File: src/rtl/core/infix_to_postfix_converter_unit_macros.svh
// Assertion macros for the infix to postfix converter.
// Included by the top level; depends on nothing else.
`ifndef INFIX_TO_POSTFIX_CONVERTER_UNIT_MACROS_SVH
`define INFIX_TO_POSTFIX_CONVERTER_UNIT_MACROS_SVH

// Same-cycle implication, disabled while reset is asserted.
`define ITP_ASSERT_IMPLY(label, clk, rst_n, ante, cons, msg) \
    label: assert property (@(posedge clk) disable iff (!(rst_n)) (ante) |-> (cons)) \
        else $error(msg);

// Next-cycle implication, disabled while reset is asserted.
`define ITP_ASSERT_NEXT(label, clk, rst_n, ante, cons, msg) \
    label: assert property (@(posedge clk) disable iff (!(rst_n)) (ante) |=> (cons)) \
        else $error(msg);

`endif

File: src/rtl/core/itp_pkg.sv
// Shared types, constants and helper functions for the infix to postfix converter.
// Used by the sequencer, the output buffer and the top level; depends on nothing.
package itp_pkg;

    localparam int STACK_DEPTH = 32;
    localparam int MAX_RESULTS = 32;
    localparam int CODE_W      = 3;
    localparam int ADDR_W      = $clog2(STACK_DEPTH);
    localparam int CNT_W       = $clog2(STACK_DEPTH + 1);
    localparam int RES_CNT_W   = $clog2(MAX_RESULTS + 1);

    localparam logic [7:0] CH_PLUS  = 8'h2B;
    localparam logic [7:0] CH_MINUS = 8'h2D;
    localparam logic [7:0] CH_STAR  = 8'h2A;
    localparam logic [7:0] CH_SLASH = 8'h2F;
    localparam logic [7:0] CH_LPAR  = 8'h28;
    localparam logic [7:0] CH_RPAR  = 8'h29;
    localparam logic [7:0] CH_0     = 8'h30;
    localparam logic [7:0] CH_9     = 8'h39;
    localparam logic [7:0] CH_LA    = 8'h61;
    localparam logic [7:0] CH_LZ    = 8'h7A;
    localparam logic [7:0] CH_UA    = 8'h41;
    localparam logic [7:0] CH_UZ    = 8'h5A;

    typedef enum logic [CODE_W-1:0] {
        OP_LPAREN = 3'd0,
        OP_ADD    = 3'd1,
        OP_SUB    = 3'd2,
        OP_MUL    = 3'd3,
        OP_DIV    = 3'd4
    } t_op_code;

    typedef enum logic [1:0] {
        ST_OK              = 2'd0,
        ST_OVERFLOW        = 2'd1,
        ST_UNMATCHED_CLOSE = 2'd2,
        ST_UNMATCHED_OPEN  = 2'd3
    } t_status;

    typedef enum logic [2:0] {
        S_IDLE,
        S_READ,
        S_EVAL,
        S_PUSH,
        S_TAIL,
        S_FLUSH
    } t_state;

    typedef enum logic [1:0] {
        K_FINISH,
        K_CLOSE,
        K_OP
    } t_kind;

    // Result request from the sequencer to the output buffer.
    typedef struct packed {
        logic       emit;
        logic       flush;
        logic [7:0] ch;
        logic       cv;
        t_status    st;
    } t_emit;

    // Stack memory access.
    typedef struct packed {
        logic              rd_en;
        logic              wr_en;
        logic [ADDR_W-1:0] addr;
        logic [CODE_W-1:0] wdata;
    } t_ram_req;

    function automatic logic [1:0] code_rank(input logic [CODE_W-1:0] code);
        logic [1:0] rank;
        case (code)
            OP_MUL, OP_DIV: rank = 2'd2;
            OP_LPAREN:      rank = 2'd0;
            default:        rank = 2'd1;
        endcase
        return rank;
    endfunction

    function automatic logic [7:0] code_char(input logic [CODE_W-1:0] code);
        logic [7:0] ch;
        case (code)
            OP_ADD:  ch = CH_PLUS;
            OP_SUB:  ch = CH_MINUS;
            OP_MUL:  ch = CH_STAR;
            OP_DIV:  ch = CH_SLASH;
            default: ch = CH_LPAR;
        endcase
        return ch;
    endfunction

    function automatic t_op_code char_code(input logic [7:0] ch);
        t_op_code code;
        case (ch)
            CH_PLUS:  code = OP_ADD;
            CH_MINUS: code = OP_SUB;
            CH_STAR:  code = OP_MUL;
            CH_SLASH: code = OP_DIV;
            default:  code = OP_LPAREN;
        endcase
        return code;
    endfunction

endpackage

File: src/rtl/core/itp_stack_ram.sv
// Single-port synchronous RAM with registered read data.
// Holds the operator stack; generic, no package dependency.
module itp_stack_ram #(
    parameter int DEPTH = 32,
    parameter int WIDTH = 3
) (
    input  logic                     i_clk,
    input  logic                     i_rd_en,
    input  logic                     i_wr_en,
    input  logic [$clog2(DEPTH)-1:0] i_addr,
    input  logic [WIDTH-1:0]         i_wdata,
    output logic [WIDTH-1:0]         o_rdata
);

    logic [WIDTH-1:0] r_mem [DEPTH];
    logic [WIDTH-1:0] r_rdata;

    always_ff @(posedge i_clk) begin
        if (i_wr_en) begin
            r_mem[i_addr] <= i_wdata;
        end
        // read data holds until the next read
        if (i_rd_en) begin
            r_rdata <= r_mem[i_addr];
        end
    end

    assign o_rdata = r_rdata;

endmodule

File: src/rtl/core/itp_ctrl.sv
// Sequencer for the shunting-yard converter: decodes items, walks the stack.
// Depends on itp_pkg; drives the stack RAM and the output buffer.
module itp_ctrl (
    input  logic                       i_clk,
    input  logic                       i_rst_n,
    input  logic                       i_in_valid,
    input  logic                       i_command,
    input  logic [7:0]                 i_token_char,
    output logic                       o_in_ready,
    input  logic                       i_step_ok,
    input  logic [itp_pkg::CODE_W-1:0] i_rd_data,
    output itp_pkg::t_ram_req          o_ram,
    output itp_pkg::t_emit             o_emit,
    output logic [itp_pkg::CNT_W-1:0]  o_count
);

    import itp_pkg::*;

    t_state                r_state, n_state;
    logic [CNT_W-1:0]      r_count;
    logic [RES_CNT_W-1:0]  r_res_cnt;
    t_kind                 r_kind;
    t_op_code              r_code;
    t_status               r_tail;

    logic       w_accept, w_alnum, w_lpar, w_rpar, w_op;
    t_op_code   w_top;
    logic       w_top_lp, w_pop_stop, w_last_pop, w_full, w_room;
    logic       w_emit_req, w_dec, w_inc, w_set_open;
    logic [CNT_W-1:0] w_count_m1;

    assign w_accept = i_in_valid && o_in_ready;
    assign w_alnum  = ((i_token_char >= CH_0)  && (i_token_char <= CH_9))  ||
                      ((i_token_char >= CH_LA) && (i_token_char <= CH_LZ)) ||
                      ((i_token_char >= CH_UA) && (i_token_char <= CH_UZ));
    assign w_lpar   = (i_token_char == CH_LPAR);
    assign w_rpar   = (i_token_char == CH_RPAR);
    assign w_op     = (i_token_char == CH_PLUS) || (i_token_char == CH_MINUS) ||
                      (i_token_char == CH_STAR) || (i_token_char == CH_SLASH);

    assign w_top      = t_op_code'(i_rd_data);
    assign w_top_lp   = (w_top == OP_LPAREN);
    assign w_pop_stop = w_top_lp || (code_rank(w_top) < code_rank(r_code));
    assign w_last_pop = (r_count == CNT_W'(1));
    assign w_full     = (r_count == CNT_W'(STACK_DEPTH));
    assign w_count_m1 = r_count - CNT_W'(1);
    // drop results beyond the per-item limit
    assign w_room     = (r_state == S_IDLE) || (r_res_cnt < RES_CNT_W'(MAX_RESULTS));

    // next state
    always_comb begin
        n_state = r_state;
        unique case (r_state)
            S_IDLE: begin
                if (w_accept) begin
                    if (i_command) begin
                        n_state = (r_count == '0) ? S_FLUSH : S_READ;
                    end else if (w_alnum) begin
                        n_state = S_FLUSH;
                    end else if (w_lpar) begin
                        n_state = S_PUSH;
                    end else if (w_rpar) begin
                        n_state = (r_count == '0) ? S_FLUSH : S_READ;
                    end else if (w_op) begin
                        n_state = (r_count == '0) ? S_PUSH : S_READ;
                    end
                end
            end
            S_READ: n_state = S_EVAL;
            S_EVAL: begin
                if (i_step_ok) begin
                    unique case (r_kind)
                        K_FINISH: n_state = w_last_pop ? S_TAIL : S_READ;
                        K_CLOSE: begin
                            if (w_top_lp) begin
                                n_state = S_FLUSH;
                            end else begin
                                n_state = w_last_pop ? S_TAIL : S_READ;
                            end
                        end
                        default: begin
                            if (w_pop_stop || w_last_pop) begin
                                n_state = S_PUSH;
                            end else begin
                                n_state = S_READ;
                            end
                        end
                    endcase
                end
            end
            S_PUSH:  if (i_step_ok) n_state = S_FLUSH;
            S_TAIL:  if (i_step_ok) n_state = S_FLUSH;
            S_FLUSH: if (i_step_ok) n_state = S_IDLE;
            default: n_state = S_IDLE;
        endcase
    end

    // outputs
    always_comb begin
        o_in_ready   = 1'b0;
        o_ram.rd_en  = 1'b0;
        o_ram.wr_en  = 1'b0;
        o_ram.addr   = w_count_m1[ADDR_W-1:0];
        o_ram.wdata  = r_code;
        w_emit_req   = 1'b0;
        o_emit.flush = 1'b0;
        o_emit.ch    = '0;
        o_emit.cv    = 1'b0;
        o_emit.st    = ST_OK;
        w_dec        = 1'b0;
        w_inc        = 1'b0;
        w_set_open   = 1'b0;
        unique case (r_state)
            S_IDLE: begin
                o_in_ready = 1'b1;
                if (w_accept && !i_command) begin
                    if (w_alnum) begin
                        w_emit_req = 1'b1;
                        o_emit.ch  = i_token_char;
                        o_emit.cv  = 1'b1;
                    end else if (w_rpar && (r_count == '0)) begin
                        w_emit_req = 1'b1;
                        o_emit.st  = ST_UNMATCHED_CLOSE;
                    end
                end
            end
            S_READ: o_ram.rd_en = 1'b1;
            S_EVAL: begin
                if (i_step_ok) begin
                    o_emit.ch = code_char(w_top);
                    o_emit.cv = 1'b1;
                    unique case (r_kind)
                        K_FINISH: begin
                            w_dec      = 1'b1;
                            w_set_open = w_top_lp;
                            w_emit_req = !w_top_lp;
                        end
                        K_CLOSE: begin
                            w_dec      = 1'b1;
                            w_emit_req = !w_top_lp;
                        end
                        default: begin
                            w_dec      = !w_pop_stop;
                            w_emit_req = !w_pop_stop;
                        end
                    endcase
                end
            end
            S_PUSH: begin
                o_ram.addr = r_count[ADDR_W-1:0];
                if (i_step_ok) begin
                    if (w_full) begin
                        w_emit_req = 1'b1;
                        o_emit.st  = ST_OVERFLOW;
                    end else begin
                        o_ram.wr_en = 1'b1;
                        w_inc       = 1'b1;
                    end
                end
            end
            S_TAIL: begin
                if (i_step_ok && (r_tail != ST_OK)) begin
                    w_emit_req = 1'b1;
                    o_emit.st  = r_tail;
                end
            end
            S_FLUSH: o_emit.flush = i_step_ok;
            default: ;
        endcase
        o_emit.emit = w_emit_req && w_room;
    end

    always_ff @(posedge i_clk) begin
        if (!i_rst_n) begin
            r_state   <= S_IDLE;
            r_count   <= '0;
            r_res_cnt <= '0;
        end else begin
            r_state <= n_state;
            if (w_dec) begin
                r_count <= w_count_m1;
            end else if (w_inc) begin
                r_count <= r_count + CNT_W'(1);
            end
            if (w_accept) begin
                r_res_cnt <= o_emit.emit ? RES_CNT_W'(1) : '0;
            end else if (o_emit.emit) begin
                r_res_cnt <= r_res_cnt + RES_CNT_W'(1);
            end
        end
    end

    // item payload
    always_ff @(posedge i_clk) begin
        if (w_accept) begin
            r_code <= char_code(i_token_char);
            if (i_command) begin
                r_kind <= K_FINISH;
                r_tail <= ST_OK;
            end else begin
                r_kind <= w_rpar ? K_CLOSE : K_OP;
                r_tail <= ST_UNMATCHED_CLOSE;
            end
        end else if (w_set_open) begin
            r_tail <= ST_UNMATCHED_OPEN;
        end
    end

    assign o_count = r_count;

endmodule

File: src/rtl/core/itp_out_buf.sv
// Result buffer: one pending result plus the output register.
// Depends on itp_pkg; marks the final result of an item when it is flushed.
module itp_out_buf (
    input  logic           i_clk,
    input  logic           i_rst_n,
    input  itp_pkg::t_emit i_emit,
    output logic           o_step_ok,
    output logic           o_pend_valid,
    input  logic           i_out_ready,
    output logic           o_out_valid,
    output logic [7:0]     o_out_char,
    output logic           o_char_valid,
    output logic [1:0]     o_status,
    output logic           o_last
);

    import itp_pkg::*;

    logic       r_pend_valid;
    logic [7:0] r_pend_ch;
    logic       r_pend_cv;
    t_status    r_pend_st;

    logic       r_out_valid;
    logic [7:0] r_out_ch;
    logic       r_out_cv;
    t_status    r_out_st;
    logic       r_out_last;

    logic w_out_free, w_load;

    assign w_out_free = !r_out_valid || i_out_ready;
    assign o_step_ok  = !r_pend_valid || w_out_free;
    // pending result moves out when a newer one arrives or the item ends
    assign w_load     = r_pend_valid && (i_emit.emit || i_emit.flush);

    always_ff @(posedge i_clk) begin
        if (!i_rst_n) begin
            r_pend_valid <= 1'b0;
            r_out_valid  <= 1'b0;
        end else begin
            if (i_emit.emit) begin
                r_pend_valid <= 1'b1;
            end else if (i_emit.flush) begin
                r_pend_valid <= 1'b0;
            end
            if (w_load) begin
                r_out_valid <= 1'b1;
            end else if (i_out_ready) begin
                r_out_valid <= 1'b0;
            end
        end
    end

    always_ff @(posedge i_clk) begin
        if (i_emit.emit) begin
            r_pend_ch <= i_emit.ch;
            r_pend_cv <= i_emit.cv;
            r_pend_st <= i_emit.st;
        end
        if (w_load) begin
            r_out_ch   <= r_pend_ch;
            r_out_cv   <= r_pend_cv;
            r_out_st   <= r_pend_st;
            r_out_last <= i_emit.flush;
        end
    end

    assign o_pend_valid = r_pend_valid;
    assign o_out_valid  = r_out_valid;
    assign o_out_char   = r_out_ch;
    assign o_char_valid = r_out_cv;
    assign o_status     = 2'(r_out_st);
    assign o_last       = r_out_last;

endmodule

File: src/rtl/core/infix_to_postfix_converter_unit.sv
// Shunting-yard infix to postfix converter, top level.
// Depends on itp_pkg, itp_stack_ram, itp_ctrl, itp_out_buf and the macros header.
//
// Usage:
//   Input channel (i_in_valid / o_in_ready): one item per handshake, either a
//   character (i_command = 0, i_token_char) or a finish command (i_command = 1).
//   Output channel (o_out_valid / i_out_ready): zero or more result items per
//   input item; o_last marks the final one. Status-only results carry
//   o_char_valid = 0 and a nonzero o_status.
// Timing:
//   o_in_ready is high only while the sequencer is idle; one item is worked on
//   at a time. Letters and digits are emitted at accept and released by a
//   flush step. Each stack pop is a RAM read, then an evaluate step; a push or
//   tail step may follow, and a last flush step releases the final result. The
//   steps after the read wait while the output is blocked. Unknown characters
//   are dropped at accept with no result.
// Reset:
//   Synchronous, active low: the stack is empty and no result is pending.
//   The stack RAM is not cleared; only entries below the count are read.
// Back-pressure:
//   One result is held pending so the final one can be tagged; when the output
//   register is full and not taken, the sequencer holds until it drains.
module infix_to_postfix_converter_unit (
    input  logic       i_clk,
    input  logic       i_rst_n,
    input  logic       i_in_valid,
    output logic       o_in_ready,
    input  logic       i_command,
    input  logic [7:0] i_token_char,
    output logic       o_out_valid,
    input  logic       i_out_ready,
    output logic [7:0] o_out_char,
    output logic       o_char_valid,
    output logic [1:0] o_status,
    output logic       o_last
);

    import itp_pkg::*;

`include "infix_to_postfix_converter_unit_macros.svh"

    t_ram_req          w_ram;
    t_emit             w_emit;
    logic [CODE_W-1:0] w_rd_data;
    logic [CNT_W-1:0]  w_count;
    logic              w_step_ok;
    logic              w_pend_valid;

    // operator stack storage
    itp_stack_ram #(
        .DEPTH (STACK_DEPTH),
        .WIDTH (CODE_W)
    ) u_stack (
        .i_clk   (i_clk),
        .i_rd_en (w_ram.rd_en),
        .i_wr_en (w_ram.wr_en),
        .i_addr  (w_ram.addr),
        .i_wdata (w_ram.wdata),
        .o_rdata (w_rd_data)
    );

    // decode items, walk the stack, request results
    itp_ctrl u_ctrl (
        .i_clk        (i_clk),
        .i_rst_n      (i_rst_n),
        .i_in_valid   (i_in_valid),
        .i_command    (i_command),
        .i_token_char (i_token_char),
        .o_in_ready   (o_in_ready),
        .i_step_ok    (w_step_ok),
        .i_rd_data    (w_rd_data),
        .o_ram        (w_ram),
        .o_emit       (w_emit),
        .o_count      (w_count)
    );

    // hold one result back to tag the last, then register it out
    itp_out_buf u_out (
        .i_clk        (i_clk),
        .i_rst_n      (i_rst_n),
        .i_emit       (w_emit),
        .o_step_ok    (w_step_ok),
        .o_pend_valid (w_pend_valid),
        .i_out_ready  (i_out_ready),
        .o_out_valid  (o_out_valid),
        .o_out_char   (o_out_char),
        .o_char_valid (o_char_valid),
        .o_status     (o_status),
        .o_last       (o_last)
    );

    `ITP_ASSERT_IMPLY(a_idle_no_pend, i_clk, i_rst_n, o_in_ready, !w_pend_valid,
                      "pending result while idle")
    `ITP_ASSERT_IMPLY(a_count_bound, i_clk, i_rst_n, 1'b1, w_count <= CNT_W'(STACK_DEPTH),
                      "stack count beyond depth")
    `ITP_ASSERT_IMPLY(a_emit_gated, i_clk, i_rst_n, w_emit.emit || w_emit.flush, w_step_ok,
                      "result requested while output blocked")
    `ITP_ASSERT_IMPLY(a_ram_excl, i_clk, i_rst_n, w_ram.wr_en, !w_ram.rd_en,
                      "stack read and write in one cycle")

endmodule
File: config.mk
export PLATFORM = sky130hd
export DESIGN_NAME = infix_to_postfix_converter_unit
export DESIGN_NICKNAME = d
export VERILOG_FILES = /design/src/rtl/core/itp_pkg.sv /design/src/rtl/core/itp_stack_ram.sv /design/src/rtl/core/itp_ctrl.sv /design/src/rtl/core/itp_out_buf.sv /design/src/rtl/core/infix_to_postfix_converter_unit.sv
export VERILOG_INCLUDE_DIRS = /design/src /design/src/rtl/core
export SDC_FILE = /design/constraint.sdc
export NUM_CORES = 1
export LEC_CHECK = 0
export ABC_AREA = 1
export BUFFER_PORTS_ARGS = -buffer_cell sky130_fd_sc_hd__buf_2
export CAP_MARGIN = 20
export CORE_MARGIN = 5
export CORE_UTILIZATION = 56
export CTS_BUF_LIST = sky130_fd_sc_hd__clkbuf_4 sky130_fd_sc_hd__clkbuf_8
export CTS_CLUSTER_SIZE = 30
export DETAILED_ROUTE_END_ITERATION = 10
export GPL_TIMING_DRIVEN = 0
export PLACE_DENSITY = 0.74
export SYNTH_ARGS = -nofsm -noshare
export SYNTH_HDL_FRONTEND = slang
export SYNTH_SLANG_ARGS = --single-unit
File: constraint.sdc
create_clock -name i_clk -period 3.1 [get_ports i_clk]
set_input_delay 0.62 -clock i_clk [delete_from_list [all_inputs] [get_ports i_clk]]
set_output_delay 0.62 -clock i_clk [all_outputs]
set_load 0.05 [all_outputs]
==> After elaboration in Yosys (flattened, before gate mapping) <==
Memory sizes are Yosys's and may differ from the RTL's. A register that Yosys moved wholly into a read port is not among the register bits.
Cells that the tools add are included.
{ "totals": {"ff_bits": 47, "ramBits": 96, "in_bits": 13, "output_inout_bits": 14, "memories": 1} }
{ "mem_list": {"columns": ["memory", "depth", "word_bits", "read_ports", "rd_ports_with_merged_regs", "write_ports", "line_no", "rtl"], "rows": [
  ["u_stack.r_mem", 32, 3, 1, 1, 1, "itp_stack_ram.sv:15", "logic [WIDTH-1:0] r_mem [DEPTH];"]
]} }
{ "op_classes": {"addsub": 3, "magnitude_cmp": 8, "eq_ne": 25, "muxes": 67, "reduce_logical": 41} }
{ "ops": {"columns": ["op", "n"], "rows": [
  ["equality test 8 x 6 -> 1 bit, second input constant", 6],
  ["two-way mux 3 bit", 12],
  ["two-way mux 6 bit", 5],
  ["two-way mux 1 bit", 28],
  ["one-hot mux 3 bit (4 select lines)", 2],
  ["two-way mux 2 bit", 10],
  ["two-way mux 9 bit", 2],
  ["one-hot mux 9 bit (2 select lines)", 1],
  ["greater-or-equal comparator 8 x 7 -> 1 bit, second input constant", 2],
  ["less-or-equal comparator 8 x 7 -> 1 bit, second input constant", 2],
  ["equality test 3 x 2 -> 1 bit, second input constant", 5],
  ["one-hot mux 3 bit (5 select lines)", 1],
  ["adder 6 x 1 -> 6 bit, second input constant", 2],
  ["equality test 3 bit, second input constant", 4],
  ["nonzero test 2 bit", 6],
  ["logical OR 1 bit", 11],
  ["two-way mux 11 bit", 1],
  ["logical AND 1 bit", 9],
  ["zero test 3 bit", 3],
  ["greater-or-equal comparator 8 x 6 -> 1 bit, second input constant", 1],
  ["less-or-equal comparator 8 x 6 -> 1 bit, second input constant", 1],
  ["inequality test 2 x 1 -> 1 bit, second input constant", 4],
  ["one-hot mux 2 bit (2 select lines)", 2],
  ["OR reduction 2 bit", 4],
  ["15 further kinds", 20]
]} }

==> Logic depth before layout (Yosys ltp) <==
{ "depth": {"word_depth": 13, "ltp_mapped": 15, "depth_no_buf": 15} }

==> Hierarchy <==
A second synthesis with hierarchy kept.
{ "unflattened": {"hier_cells": 761, "hier_area_um2": 7016.7} }
{ "by_module_without_submodules": {"columns": ["module", "instances", "cells_per_inst", "area_each_um2", "seq_area_each_um2"], "rows": [
  ["itp_stack_ram", 1, 433, 4354.2, 2972.9],
  ["itp_ctrl", 1, 293, 1881.8, 510.5],
  ["itp_out_buf", 1, 35, 780.7, 730.7]
]} }

==> Worst setup path before layout <==
OpenSTA, ideal clock, no wires.
{ "synth_path": {"path_type": "register -> register", "startpoint": "register u_ctrl.r_code[1]", "endpoint": "register u_out.r_out_cv, in the netlist u_out.o_char_valid, enable pin", "setup_time_ps": 344, "t_arrival_ps": 2119, "required_ps": 2756, "path_slack_ps": 637, "path_stages_with_launch": 14, "path_buffers": 0, "synth_period_minus_slack_ps": 2463, "path_cell_list": "edfxtp_1 -> nand3_1 -> o21ai_0 -> inv_1 -> ha_1 -> inv_1 -> o21bai_1 -> nand3_1 -> nand2_1 -> nand2_2 -> nand2_4 -> nand2_1 -> nand2_1 -> inv_1"} }
{ "synth_between": {"elab_chain_cells": 12, "word_cells_on_any_way": 14, "classes_between": "order compare: 1; eq/ne: 2; mux: 4; reduce/logical: 7"} }
{ "synth_lines": {"columns": ["element", "line_no", "rtl"], "rows": [
  ["start: declaration", "itp_ctrl.sv:23", "t_op_code r_code;"],
  ["start signal: assignment", "itp_ctrl.sv:196", "r_code <= char_code(i_token_char);"],
  ["equality test 3 x 2 -> 1 bit or equality test 3 bit (tied branches)", "itp_pkg.sv:74", "case (code)"],
  ["OR reduction 2 bit", "itp_pkg.sv:74", null],
  ["one-hot mux 2 bit (2 select lines) (*)", "itp_pkg.sv:74", null],
  ["< comparator 2 bit (*)", "itp_ctrl.sv:43", "assign w_pop_stop = w_top_lp || (code_rank(w_top) < code_rank(r_code));"],
  ["logical OR 1 bit (*)", "itp_ctrl.sv:43", null],
  ["zero test 1 bit (*)", "itp_ctrl.sv:144", "w_emit_req = !w_pop_stop;"],
  ["two-way mux 1 bit (*)", null, null],
  ["two-way mux 1 bit (*)", "itp_ctrl.sv:129", "if (i_step_ok) begin"],
  ["one-hot mux 1 bit (4 select lines) (*)", "itp_ctrl.sv:113", "unique case (r_state)"],
  ["logical AND 1 bit (*)", "itp_ctrl.sv:170", "o_emit.emit = w_emit_req && w_room;"],
  ["logical OR 1 bit (*)", "itp_out_buf.sv:35", "assign w_load = r_pend_valid && (i_emit.emit || i_emit.flush);"],
  ["logical AND 1 bit (*)", "itp_out_buf.sv:35", null],
  ["via u_out.w_load", "itp_out_buf.sv:30", "logic w_out_free, w_load;"],
  ["end signal: assignment", "itp_out_buf.sv:63", "r_out_cv <= r_pend_cv;"],
  ["end: declaration", "itp_out_buf.sv:26", "logic r_out_cv;"]
]} }
The timed path passes the listed nets; every way through them passes the cells marked *.
A chain may end at the register's enable or synchronous reset.

==> Worst setup path in the final report <==
{ "layout_path": {"startpoint": "register u_ctrl.r_code[0]", "endpoint": "register u_out.r_out_ch[3], in the netlist u_out.o_out_char[3], enable pin"} }
{ "layout_between": {"elab_chain_cells": 12, "word_cells_on_any_way": 14, "classes_between": "order compare: 1; eq/ne: 2; mux: 4; reduce/logical: 7"} }
{ "layout_lines": {"columns": ["element", "line_no", "rtl"], "rows": [
  ["equality test 3 x 2 -> 1 bit or equality test 3 bit (tied branches)", "itp_pkg.sv:74", null],
  ["OR reduction 2 bit", "itp_pkg.sv:74", null],
  ["one-hot mux 2 bit (2 select lines) (*)", "itp_pkg.sv:74", null],
  ["< comparator 2 bit (*)", "itp_ctrl.sv:43", null],
  ["logical OR 1 bit (*)", "itp_ctrl.sv:43", null],
  ["zero test 1 bit (*)", "itp_ctrl.sv:144", null],
  ["two-way mux 1 bit (*)", null, null],
  ["two-way mux 1 bit (*)", "itp_ctrl.sv:129", null],
  ["one-hot mux 1 bit (4 select lines) (*)", "itp_ctrl.sv:113", null],
  ["logical AND 1 bit (*)", "itp_ctrl.sv:170", null],
  ["logical OR 1 bit (*)", "itp_out_buf.sv:35", null],
  ["logical AND 1 bit (*)", "itp_out_buf.sv:35", null],
  ["via u_out.w_load", "itp_out_buf.sv:30", null],
  ["end signal: assignment", "itp_out_buf.sv:62", "r_out_ch <= r_pend_ch;"],
  ["end: declaration", "itp_out_buf.sv:25", "logic [7:0] r_out_ch;"]
]} }
Marks and branches as above.

==> results.yml <==
setup_path:
  timing.critical_path.fanout_max: 12
  r2r_slack_ns: 0.41
  timing.critical_path.to_type: "flip-flop"
  setup.worst_path.class: "reg -> reg"
  data_required_time_of_the_critical_path_ns: 3.21
  r2r_start: "u_ctrl.r_code[0]$_DFFE_PP_"
  critical_path.cell_chain: "inv_1 > nand2_1 > o21ai_0 > inv_1 > ha_1 > inv_1 > o21bai_1 > nand3_1 > nand2_1 > nand2_2 > nand2_4 > nand2_1 > nand2_1 > inv_1"
  timing.critical_path.from_type: "flip-flop"
  critical_path_arrival_ns: 2.80
  critPathCapture: "u_out.o_out_char[3]$_DFFE_PP_"
  critical_path.max_stage_delay_ns: 0.63
  slowest_cell_on_the_critical_path: "sky130_fd_sc_hd__edfxtp_1"
  critical_path_launch_point: "u_ctrl.r_code[0]$_DFFE_PP_"
  r2r.worst_path.cells: 14
  rr_endpoint: "u_out.o_out_char[3]$_DFFE_PP_"
final_layout:
  fillCellCount: 912
  antenna_cells_inserted: 0
  proportion_of_layout_cells_with_a_drive_suffix_above_1_pct: 14.0
  syn_to_final_growth_pct: 11.0
  design.final.nets: 749
  finalCoreUtilization_pct: 64.1
  postLayoutCellArea_mm2: 0.00742
global_route:
  grt_antenna_before_repair: 0
  grt_pass1_wl_um: 22400
  via_count_of_the_first_global_routing_pass: 4706
  grt_remaining_overflow: 0
  grt_start_max_net_pins: 24
  grt_resource_usage_total_pct: 20.2
floorplan:
  fp-row-count: 39
  die-area_mm2: 0.0142
  die_h_um: 119
  core_area_mm2: 0.0116
  io_pins: 27
  start_util_pct: 57.8
  die_w_um: 119
status:
  status: "finished, final reports clean"
synth:
  synthCells: 680
  syn-mean-instance-area_um2: 9.82
  synth.ff_latch_count: 146
  synth_largest_type_area_fraction_pct: 58.0
  async_reset_ff_share_pct: 0
  yosys-top-cells-area: "sky130_fd_sc_hd__edfxtp_1 58%, sky130_fd_sc_hd__nand2_1 12%, sky130_fd_sc_hd__dfxtp_1 5.1%, sky130_fd_sc_hd__nor2_1 4.9%, sky130_fd_sc_hd__inv_1 3.4%"
  syn-num-nets: 699
  synth.yosys.seq_area_share_pct: 63.1
  yosysWarningCount: 0
  netlist-cell-type-count: 34
  synth_enable_flop_cells: 129
  synth_most_common_cell: "sky130_fd_sc_hd__nand2_1"
  prevailing_post_synth_register_cell: "sky130_fd_sc_hd__edfxtp_1"
  post_synth_most_frequent_cells: "220 x sky130_fd_sc_hd__nand2_1, 129 x sky130_fd_sc_hd__edfxtp_1, 87 x sky130_fd_sc_hd__nor2_1"
  netlist_area_mm2: 0.00668
  post-synth-top-area-cell: "sky130_fd_sc_hd__edfxtp_1"
timing:
  final.period_utilization_pct: 86.8
  final.setup.worst_slack_ns: 0.408
  grt_setup_unrepaired: "false"
  time_the_final_worst_path_needs_with_i_o_delays_and_setup_ns: 2.69
  worst_pin_slew_ns: 0.567
  fin_skew_ns: 0.0112
  final_max_slew_viol_count: 0
  max-slew-margin-rel_pct: 61.9
  count_of_final_hold_check_violations: 0
  achievable-frequency_ghz: 0.372
  finalSetupViolations: 0
  hold_ws_ns: 0.423
power_and_ir_drop:
  ir_worst_vdd_v: 0.000430
  leakagePower_nw: 2.87
  power_mw: 6.72
  pwr_density_cell_mw_per_mm2: 906
placed_design:
  dp.final_hpwl_um: 9800
  port_buffers: 26
  postPlaceCellArea_mm2: 0.00704
  routabilityCongestion: 0.894
  placement.setup.worst_slack_ns: -0.0927
clock_tree:
  tritoncts: "built"
  cts_buffer_depth: 2
  cts.reportedPaths.clkPinSlew_ns: 0.08
  cts.repair.resized: 0
  cts.root.buffer_cell: "sky130_fd_sc_hd__clkbuf_8"
  post_cts_hold_buffer_count: 0
  clock_sinks: 146
  tritoncts.num_buffers: 17
  worstSkewPairLatency_ns: 0.45
  clock_tree.htree_level_count: 4
detailed_routing:
  detailedRoute.firstPassIterationCount: 6
  routed-via-count: 4896
  detail_route.wl_per_cell_um: 15.7
  route.antenna.remaining_nets: 0
  drt_iter0_drc: 432
  totalWireLength_um: 13900
  avgViaCountPerCell: 5.53
  drt_drc_violations_left: 0
job:
  timing.max_cap.violations: 0
worst_hold_path:
  timing.hold.worst.class: "reg -> reg"
## layout by cell type, fill, tap and decap left out, drive strengths merged, types with 8 or more instances in the layout
| master | n |
|---|---|
| a21oi | 16 |
| buf | 42 |
| clkbuf | 18 |
| dfxtp | 17 |
| edfxtp | 129 |
| inv | 70 |
| nand2 | 228 |
| nand3 | 33 |
| nand4 | 30 |
| nor2 | 97 |
| o21ai | 24 |
| xor2 | 8 |
## cells by family (layout without fill, tap and decap cells)
family	after synthesis	after routing	share of synthesized area [%]
AND/OR/NAND/NOR	397	397	25.5
other	1	1	0.0561
buffers and inverters	77	140	5.36
adder cells (fa/ha/maj)	6	6	1.12
AO/OA/AOI/OAI	45	45	3.88
XOR/XNOR	8	8	1.05
flip-flops	146	146	63.1
## timing repair
action,4_1_cts,5_1_grt
endpoints found under the setup margin,12,12
gates cloned,0,0
setup buffers,1,2
## per-stage QoR
| stage | setup TNS, ns | cells |
|---|---|---|
| 4_1_cts | 0 | 884 |
| 3_5_place_dp | -1.11 | 851 |
| 6_report | 0 | 886 |
| 2_1_floorplan | 0 | 680 |
| 3_3_place_gp | -0.794 | 849 |
| 5_1_grt | 0 | 886 |
## worst min-delay path by stage
stage | startpoint | cells after the start | slack, ns | endpoint
floorplan | u_out.r_pend_cv$_DFFE_PP_ | 0 | 0.40 | u_out.o_char_valid$_DFFE_PP_
global placement | u_out.r_pend_ch[1]$_DFFE_PP_ | 0 | 0.40 | u_out.o_out_char[1]$_DFFE_PP_
detailed placement | u_out.r_pend_ch[6]$_DFFE_PP_ | 0 | 0.40 | u_out.o_out_char[6]$_DFFE_PP_
CTS | u_out.r_pend_ch[4]$_DFFE_PP_ | 0 | 0.42 | u_out.o_out_char[4]$_DFFE_PP_
global route | u_out.r_pend_ch[1]$_DFFE_PP_ | 0 | 0.43 | u_out.o_out_char[1]$_DFFE_PP_
finish | u_out.r_pend_ch[3]$_DFFE_PP_ | 0 | 0.42 | u_out.o_out_char[3]$_DFFE_PP_
## metal layers
layer,up-vias,GRT usage [%],wire length [µm]
li1,2376,-,-
met1,2286,25.6,5790
met4,0,8.83,302
met2,202,33.2,6760
met5,-,0,0
met3,32,4.93,1080
## worst max-delay path, delay by kind of cell (launching register included)
kind,cells,cell delay [ns]
AND/OR/NAND/NOR,7,0.61
adder cells (fa/ha/maj),1,0.26
buffers and inverters,4,0.54
flip-flops,1,0.63
AO/OA/AOI/OAI,2,0.30
## final cells by class
class,count,area [µm²],area share (%)
flip-flops and latches,146,4210,56.8
multi-input cells,457,2110,28.4
inverters,66,250,3.37
clock buffers,18,241,3.26
repair buffers,31,211,2.85
well taps,143,179,2.41
plain buffers,11,108,1.45
clock inverters,14,104,1.40
## power by group
| group | switching [mW] | internal, mW | leakage [nW] |
|---|---|---|---|
| clock | 0.740 | 0.566 | 0.162 |
| combinational | 1.95 | 0.885 | 1.39 |
| sequential | 0.128 | 2.44 | 1.31 |
| total | 2.82 | 3.90 | 2.87 |
## flip-flops by register name (all words and copies together) (netlist names)
name	flops
u_out.r_pend_cv	1
u_out.r_pend_ch	8
u_ctrl.r_state	3
u_stack.r_mem	96
u_out.o_status	2
u_ctrl.r_code	3
u_ctrl.r_res_cnt	6
u_stack.o_rdata	3
u_out.r_pend_st	2
u_out.o_char_valid	1
u_ctrl.r_kind	2
u_out.o_pend_valid	1
u_ctrl.r_tail	2
u_out.o_out_valid	1
u_ctrl.o_count	6
u_out.o_out_char	8
u_out.o_last	1
Power figures use the tool's default switching activity.
